### src/hw/rtl/cbp_pkg.sv
package cbp_pkg;

    localparam int COEF_W   = 16;
    localparam int CFG_W    = 5;
    localparam int BYTE_W   = 8;
    localparam int TOTAL_W  = 13;
    localparam int PCOUNT_W = 3;
    localparam int GROUP_N  = 3;
    localparam int GCOUNT_W = 2;

    localparam logic [CFG_W-1:0] WIDTH_RESET = 5'd14;
    localparam logic [CFG_W-1:0] WIDTH_LIMIT = 5'd16;

    // up to three bytes produced by one coefficient, first byte in the top bits
    typedef struct packed {
        logic [GROUP_N*BYTE_W-1:0] bytes;
        logic [GCOUNT_W-1:0]       count;
        logic                      fin;
        logic [TOTAL_W-1:0]        base;
    } cbp_group_t;

endpackage

### src/hw/rtl/cbp_pack.sv
module cbp_pack
    import cbp_pkg::*;
(
    input  logic                clk,
    input  logic                rst_n,
    input  logic                cfg_we,
    input  logic [CFG_W-1:0]    cfg_wdata,
    input  logic                in_valid,
    output logic                in_stall,
    input  logic [COEF_W-1:0]   coefficient_value,
    input  logic                final_coefficient,
    input  logic                group_ready,
    output logic                group_load,
    output cbp_group_t          group
);

    logic [CFG_W-1:0]    width_reg;
    logic                in_valid_reg, in_valid_next;
    logic [COEF_W-1:0]   coef_reg;
    logic                fin_reg;
    logic [BYTE_W-1:0]   pend_reg, pend_next;
    logic [PCOUNT_W-1:0] pcount_reg, pcount_next;
    logic [TOTAL_W-1:0]  counter_reg, counter_next;

    logic                accept;
    logic [CFG_W-1:0]    eff_width;
    logic [COEF_W-1:0]   rev;
    logic [GROUP_N*BYTE_W-1:0] stream;
    logic [CFG_W-1:0]    total_bits;
    logic [GCOUNT_W-1:0] full_bytes;
    logic                flush;

    assign group_load = in_valid_reg && group_ready;
    assign in_stall   = in_valid_reg && !group_load;
    assign accept     = in_valid && !in_stall;

    assign eff_width = (width_reg > WIDTH_LIMIT) ? WIDTH_LIMIT : width_reg;

    // masked coefficient, bit 0 moved to the top so it leaves first
    always_comb
    begin
        for (int k = 0; k < COEF_W; k++)
        begin
            rev[COEF_W-1-k] = coef_reg[k] && (CFG_W'(k) < eff_width);
        end
    end

    assign stream = {pend_reg, {COEF_W{1'b0}}}
                  | ({rev, {BYTE_W{1'b0}}} >> pcount_reg);

    assign total_bits = CFG_W'(pcount_reg) + eff_width;
    assign full_bytes = total_bits[CFG_W-1:PCOUNT_W];
    assign flush      = fin_reg && (total_bits[PCOUNT_W-1:0] != '0);

    always_comb
    begin
        group.bytes = stream;
        group.count = full_bytes + GCOUNT_W'(flush);
        group.fin   = fin_reg;
        group.base  = counter_reg;
    end

    always_comb
    begin
        in_valid_next = in_valid_reg;
        if (accept)
        begin
            in_valid_next = 1'b1;
        end
        else if (group_load)
        begin
            in_valid_next = 1'b0;
        end
    end

    always_comb
    begin
        pend_next    = pend_reg;
        pcount_next  = pcount_reg;
        counter_next = counter_reg;
        if (group_load)
        begin
            if (fin_reg)
            begin
                pend_next    = '0;
                pcount_next  = '0;
                counter_next = '0;
            end
            else
            begin
                case (full_bytes)
                    2'd0:    pend_next = stream[3*BYTE_W-1:2*BYTE_W];
                    2'd1:    pend_next = stream[2*BYTE_W-1:BYTE_W];
                    default: pend_next = stream[BYTE_W-1:0];
                endcase
                pcount_next  = total_bits[PCOUNT_W-1:0];
                counter_next = counter_reg + TOTAL_W'(full_bytes);
            end
        end
    end

    always_ff @(posedge clk or negedge rst_n)
    begin
        if (!rst_n)
        begin
            width_reg    <= WIDTH_RESET;
            in_valid_reg <= 1'b0;
            pend_reg     <= '0;
            pcount_reg   <= '0;
            counter_reg  <= '0;
        end
        else
        begin
            if (cfg_we)
            begin
                width_reg <= cfg_wdata;
            end
            in_valid_reg <= in_valid_next;
            pend_reg     <= pend_next;
            pcount_reg   <= pcount_next;
            counter_reg  <= counter_next;
        end
    end

    always_ff @(posedge clk)
    begin
        if (accept)
        begin
            coef_reg <= coefficient_value;
            fin_reg  <= final_coefficient;
        end
    end

endmodule

### src/hw/rtl/cbp_out.sv
module cbp_out
    import cbp_pkg::*;
(
    input  logic                clk,
    input  logic                rst_n,
    input  logic                group_load,
    input  cbp_group_t          group,
    output logic                group_ready,
    output logic                out_valid,
    input  logic                out_stall,
    output logic [BYTE_W-1:0]   packed_byte,
    output logic                final_byte,
    output logic [TOTAL_W-1:0]  total_bytes
);

    logic [GROUP_N*BYTE_W-1:0] bytes_reg;
    logic                      fin_reg;
    logic [TOTAL_W-1:0]        base_reg;
    logic [GCOUNT_W-1:0]       left_reg, left_next;
    logic [GCOUNT_W-1:0]       idx_reg, idx_next;
    logic                      transfer;

    assign out_valid   = (left_reg != '0);
    assign transfer    = out_valid && !out_stall;
    assign group_ready = (left_reg == '0) || ((left_reg == GCOUNT_W'(1)) && !out_stall);

    always_comb
    begin
        case (idx_reg)
            2'd0:    packed_byte = bytes_reg[3*BYTE_W-1:2*BYTE_W];
            2'd1:    packed_byte = bytes_reg[2*BYTE_W-1:BYTE_W];
            default: packed_byte = bytes_reg[BYTE_W-1:0];
        endcase
    end

    assign final_byte  = fin_reg && (left_reg == GCOUNT_W'(1));
    assign total_bytes = base_reg + TOTAL_W'(idx_reg) + TOTAL_W'(1);

    always_comb
    begin
        left_next = left_reg;
        idx_next  = idx_reg;
        if (group_load)
        begin
            left_next = group.count;
            idx_next  = '0;
        end
        else if (transfer)
        begin
            left_next = left_reg - GCOUNT_W'(1);
            idx_next  = idx_reg + GCOUNT_W'(1);
        end
    end

    always_ff @(posedge clk or negedge rst_n)
    begin
        if (!rst_n)
        begin
            left_reg <= '0;
            idx_reg  <= '0;
        end
        else
        begin
            left_reg <= left_next;
            idx_reg  <= idx_next;
        end
    end

    always_ff @(posedge clk)
    begin
        if (group_load)
        begin
            bytes_reg <= group.bytes;
            fin_reg   <= group.fin;
            base_reg  <= group.base;
        end
    end

endmodule

### src/hw/rtl/coefficient_bit_packer.sv
// Packs the low cfg_wdata bits (clamped to 16) of each coefficient into bytes,
// coefficient bit 0 first, each byte filled from its msb down; the final
// coefficient flushes a zero-padded partial byte, and the last byte carries
// final_byte and the polynomial's byte count. Input passes through one holding
// register into the packing logic, which hands up to three bytes to an output
// buffer that drains one byte per transfer. A coefficient waits in the holding
// register until the output buffer can take its bytes: with a steady output,
// width 8 or less runs one coefficient per cycle and widths 9 to 16 are limited
// by the single byte-wide output port. Write the width only while the block is
// idle.
module coefficient_bit_packer
    import cbp_pkg::*;
(
    input  logic                clk,
    input  logic                rst_n,
    input  logic                cfg_we,
    input  logic [CFG_W-1:0]    cfg_wdata,
    input  logic                in_valid,
    output logic                in_stall,
    input  logic [COEF_W-1:0]   coefficient_value,
    input  logic                final_coefficient,
    output logic                out_valid,
    input  logic                out_stall,
    output logic [BYTE_W-1:0]   packed_byte,
    output logic                final_byte,
    output logic [TOTAL_W-1:0]  total_bytes
);

    logic       group_ready;
    logic       group_load;
    cbp_group_t group;

    cbp_pack u_pack (
        .clk               (clk),
        .rst_n             (rst_n),
        .cfg_we            (cfg_we),
        .cfg_wdata         (cfg_wdata),
        .in_valid          (in_valid),
        .in_stall          (in_stall),
        .coefficient_value (coefficient_value),
        .final_coefficient (final_coefficient),
        .group_ready       (group_ready),
        .group_load        (group_load),
        .group             (group)
    );

    cbp_out u_out (
        .clk         (clk),
        .rst_n       (rst_n),
        .group_load  (group_load),
        .group       (group),
        .group_ready (group_ready),
        .out_valid   (out_valid),
        .out_stall   (out_stall),
        .packed_byte (packed_byte),
        .final_byte  (final_byte),
        .total_bytes (total_bytes)
    );

endmodule

### config.mk
export PLATFORM = sky130hd
export DESIGN_NAME = coefficient_bit_packer
export DESIGN_NICKNAME = d
export VERILOG_FILES = /design/src/hw/rtl/cbp_pkg.sv /design/src/hw/rtl/cbp_pack.sv /design/src/hw/rtl/cbp_out.sv /design/src/hw/rtl/coefficient_bit_packer.sv
export SDC_FILE = /design/constraint.sdc
export NUM_CORES = 1
export LEC_CHECK = 0
export ABC_AREA = 1
export BUFFER_PORTS_ARGS = -buffer_cell sky130_fd_sc_hd__buf_2
export CAP_MARGIN = 20
export CELL_PAD_IN_SITES_DETAIL_PLACEMENT = 1
export CELL_PAD_IN_SITES_GLOBAL_PLACEMENT = 1
export CORE_MARGIN = 5
export CORE_UTILIZATION = 42
export DETAILED_ROUTE_END_ITERATION = 7
export PLACE_DENSITY_LB_ADDON = 0.1
export RECOVER_POWER = 50
export SYNTH_ARGS = -nofsm -noshare
export SYNTH_HDL_FRONTEND = slang
export SYNTH_SLANG_ARGS = --single-unit
### constraint.sdc
create_clock -name clk -period 10.5 [get_ports clk]
set_input_delay 2.1 -clock clk [delete_from_list [all_inputs] [get_ports clk]]
set_output_delay 2.1 -clock clk [all_outputs]
set_load 0.01 [all_outputs]
==> impl_metrics.ini <==
[logic_synthesis]
mappedNetlistNets = 593
synth.cell_area_mm2 = 0.00488
synth_largest_type_area_fraction = 0.332
post_synth_num_cell_types = 45
synth_top_cell_by_area = sky130_fd_sc_hd__edfxtp_1
yosys_warnings = 0
synth_register_bits = 88
synth.yosys.seq_area_share = 0.507
ys_top_cells_by_area = sky130_fd_sc_hd__edfxtp_1 33%, sky130_fd_sc_hd__dfrtp_1 16%, sky130_fd_sc_hd__nand3_1 10%
postSynthAreaPerCell_um2 = 8.86
netlist_instances = 551
postSynth.asyncResetShare = 0.386
yosys_most_used_dff = sky130_fd_sc_hd__edfxtp_1
synth-edff-count = 54

[pwr]
power_density_mw_per_mm2 = 288
power_leakage_nw = 2.50
irDropWorstVdd_mv = 0.117

[sta]
timing.final.max_slew_violations = 35
tightest_slew_ns = 2.06
finalSetupViolCount = 0
hold_violations = 0
final.hold.worst_slack_ns = 0.453
final_min_period_over_clock_period = 0.451
setup_tns_ns = 0
fmaxAchievable_mhz = 211
finClkSkew_ns = 0.00581
layout_min_cycle_time_ns = 4.73
worst_slack_ns = 5.77
max-slew-margin-rel = -0.374
rsz0062_at_grt = false

[finish]
layout.cells.most_common_list = 123 x sky130_fd_sc_hd__nand2_1, 100 x sky130_fd_sc_hd__nand3_1, 60 x sky130_fd_sc_hd__inv_1
multi_input_area_mm2 = 0.00207
fillers = 1418
largest_register_ffs = 23
final_core_util = 0.481
area.growth.synth_to_final_pct = 12.6
commonest_non_fill_non_tap_cell_in_the_layout = sky130_fd_sc_hd__nand2_1
layout_cell_share_with_drive_strength_beyond_1 = 0.161
diodes_inserted = 0
register_area_mm2 = 0.00248
nets = 640

[clock_network]
cts_inserted_buffers = 9
postCtsSetupBuffers = 0
cts_hold_bufs = 0
path_clk_slew_ns = 0.06
clock_sinks = 88
clockBufferDepth = 2
tritoncts = built
clkLatencyLatePin_ns = 0.34
cts_root_buf = sky130_fd_sc_hd__clkbuf_16
h-tree-depth = 3
cts-resized-gates = 0

[route]
firstDrtPassIters = 4
detail_route.vias_per_cell = 5.23
wirelength_mm = 12.1
drc_errors = 0
drt_iter0_drc = 174
antenna_violating_nets_left = 0
post_drt_wl_per_cell_um = 16.3
dr_total_vias = 3903

[place]
dp_hpwl_mm = 9.45
place.port_buffers = 50
finalWeightedCongestion = 0.888
dp_worst_setup_slack_ns = 5.78

[floorplanning]
floorplan.initialDensity = 0.427
std_cell_rows = 39
die_w_um = 118
pin_count = 51
core_mm2 = 0.0114
die_area_mm2 = 0.0139
chipHeight_um = 118

[global_routing]
grt_usage = 0.181
largest_net_degree_at_the_start_of_global_routing = 35
grt_first_pass_wirelength_mm = 20.5
peak_usage_layer_in_the_global_routing_report = met2
total_overflow_reported_by_the_global_router = 0
first_global_vias = 4026
groute.layer.met2.usage = 0.295
global_route.usage.met1 = 0.251
grt_antenna_before_repair = 0
use_met3 = 0.0317

[status]
run_status = finished, violations left
violations = capacitance limit, slew limit

[worst_setup_path]
startpoint_type = input port
path_max_fanout = 3
timing.critical_path.arrival_ns = 2.63
path_type_of_the_worst_setup_path = in -> out
end_kind = output port
worst-endpoint-required_ns = 8.40

[flow_run]
max_cap_violations = 1

[hold_path]
min_path_type = reg -> reg
-- stage by stage --
step | power [mW] | area, µm² | instances
after floorplan | 1.07 | 4880 | 551
after global placement | 1.29 | 5250 | 730
after detailed placement | 1.31 | 5250 | 730
after CTS | 1.61 | 5510 | 746
after global routing | 1.71 | 5500 | 746
final | 1.58 | 5500 | 746
-- worst max-delay path, stage by stage --
cell and delay, ns:
sky130_fd_sc_hd__clkbuf_1 0.09, sky130_fd_sc_hd__inv_1 0.04, sky130_fd_sc_hd__nand2_1 0.09, sky130_fd_sc_hd__nand3_1 0.12
sky130_fd_sc_hd__inv_1 0.07, sky130_fd_sc_hd__buf_2 0.12
-- synthesized netlist by cell type, types with 2 or more instances --
cell type	instances
sky130_fd_sc_hd__nor3_2	2
sky130_fd_sc_hd__a22o_1	2
sky130_fd_sc_hd__edfxtp_1	54
sky130_fd_sc_hd__a31oi_1	3
sky130_fd_sc_hd__inv_2	6
sky130_fd_sc_hd__nor2_4	4
sky130_fd_sc_hd__nand2_2	7
sky130_fd_sc_hd__buf_2	3
sky130_fd_sc_hd__nor3_1	6
sky130_fd_sc_hd__dfstp_2	3
sky130_fd_sc_hd__nand3_2	4
sky130_fd_sc_hd__nand3_1	99
sky130_fd_sc_hd__dfrtp_1	31
sky130_fd_sc_hd__nand2_1	123
sky130_fd_sc_hd__xnor2_1	2
sky130_fd_sc_hd__nor2_1	28
sky130_fd_sc_hd__a22oi_1	7
sky130_fd_sc_hd__fa_1	3
sky130_fd_sc_hd__nand4_1	9
sky130_fd_sc_hd__nor2_2	5
sky130_fd_sc_hd__clkbuf_1	9
sky130_fd_sc_hd__xor2_1	10
sky130_fd_sc_hd__and2_1	2
sky130_fd_sc_hd__o21ai_0	15
sky130_fd_sc_hd__ha_1	12
sky130_fd_sc_hd__o21ai_1	9
sky130_fd_sc_hd__inv_1	60
sky130_fd_sc_hd__a21oi_1	13
sky130_fd_sc_hd__o22ai_1	4
-- report_power, final --
| group | internal [mW] | total [mW] | switching, mW |
|---|---|---|---|
| Clock | 0.159 | 0.291 | 0.131 |
| Combinational | 0.227 | 0.690 | 0.463 |
| Sequential | 0.525 | 0.603 | 0.0786 |
| Total | 0.911 | 1.58 | 0.673 |
-- kinds of logic (layout without fill, tap and decap cells) --
family,after synthesis,after routing,synth area share
flip-flops,88,88,0.507
AND/OR/NAND/NOR,294,294,0.286
adder cells (fa/ha/maj),15,15,0.0431
XOR/XNOR,12,12,0.0215
AO/OA/AOI/OAI,59,59,0.0743
buffers and inverters,83,135,0.0674
-- metal layers --
layer,share of wire,wire (µm),up-vias
met1,0.49,5890,1886
met5,0,0,-
met3,0.032,390,8
li1,-,-,1956
met2,0.47,5730,53
met4,0.0098,119,0
-- path summary, 6_finish.rpt --
kind | from | to | slack [ns] | cells past startpoint
setup / recovery | out_stall | in_stall | 5.77 | 6
hold / removal | u_pack.counter_reg[12]$_DFFE_PN0P_ | u_out.base_reg[12]$_DFFE_PP_ | 0.45 | 0
setup reg to reg | u_pack.pcount_reg[1]$_DFFE_PN0P_ | u_pack.counter_reg[12]$_DFFE_PN0P_ | 6.42 | 13
hold reg to reg | u_pack.counter_reg[12]$_DFFE_PN0P_ | u_out.base_reg[12]$_DFFE_PP_ | 0.45 | 0
max in group asynchronous | rst_n | u_pack.width_reg[0]$_DFFE_PN0P_ | 6.96 | 1
min in group asynchronous | rst_n | u_pack.pend_reg[1]$_DFFE_PN0P_ | 2.35 | 1
-- final cells by class --
cell class                      count  area share
Inverter                           68      0.0469
Sequential cell                    88       0.450
Clock buffer                       10      0.0417
Clock inverter                      6     0.00637
Tap cell                          143      0.0326
Timing Repair Buffer               51      0.0462
Multi-Input combinational cell    380       0.376
(Power assumes the default switching activity.)
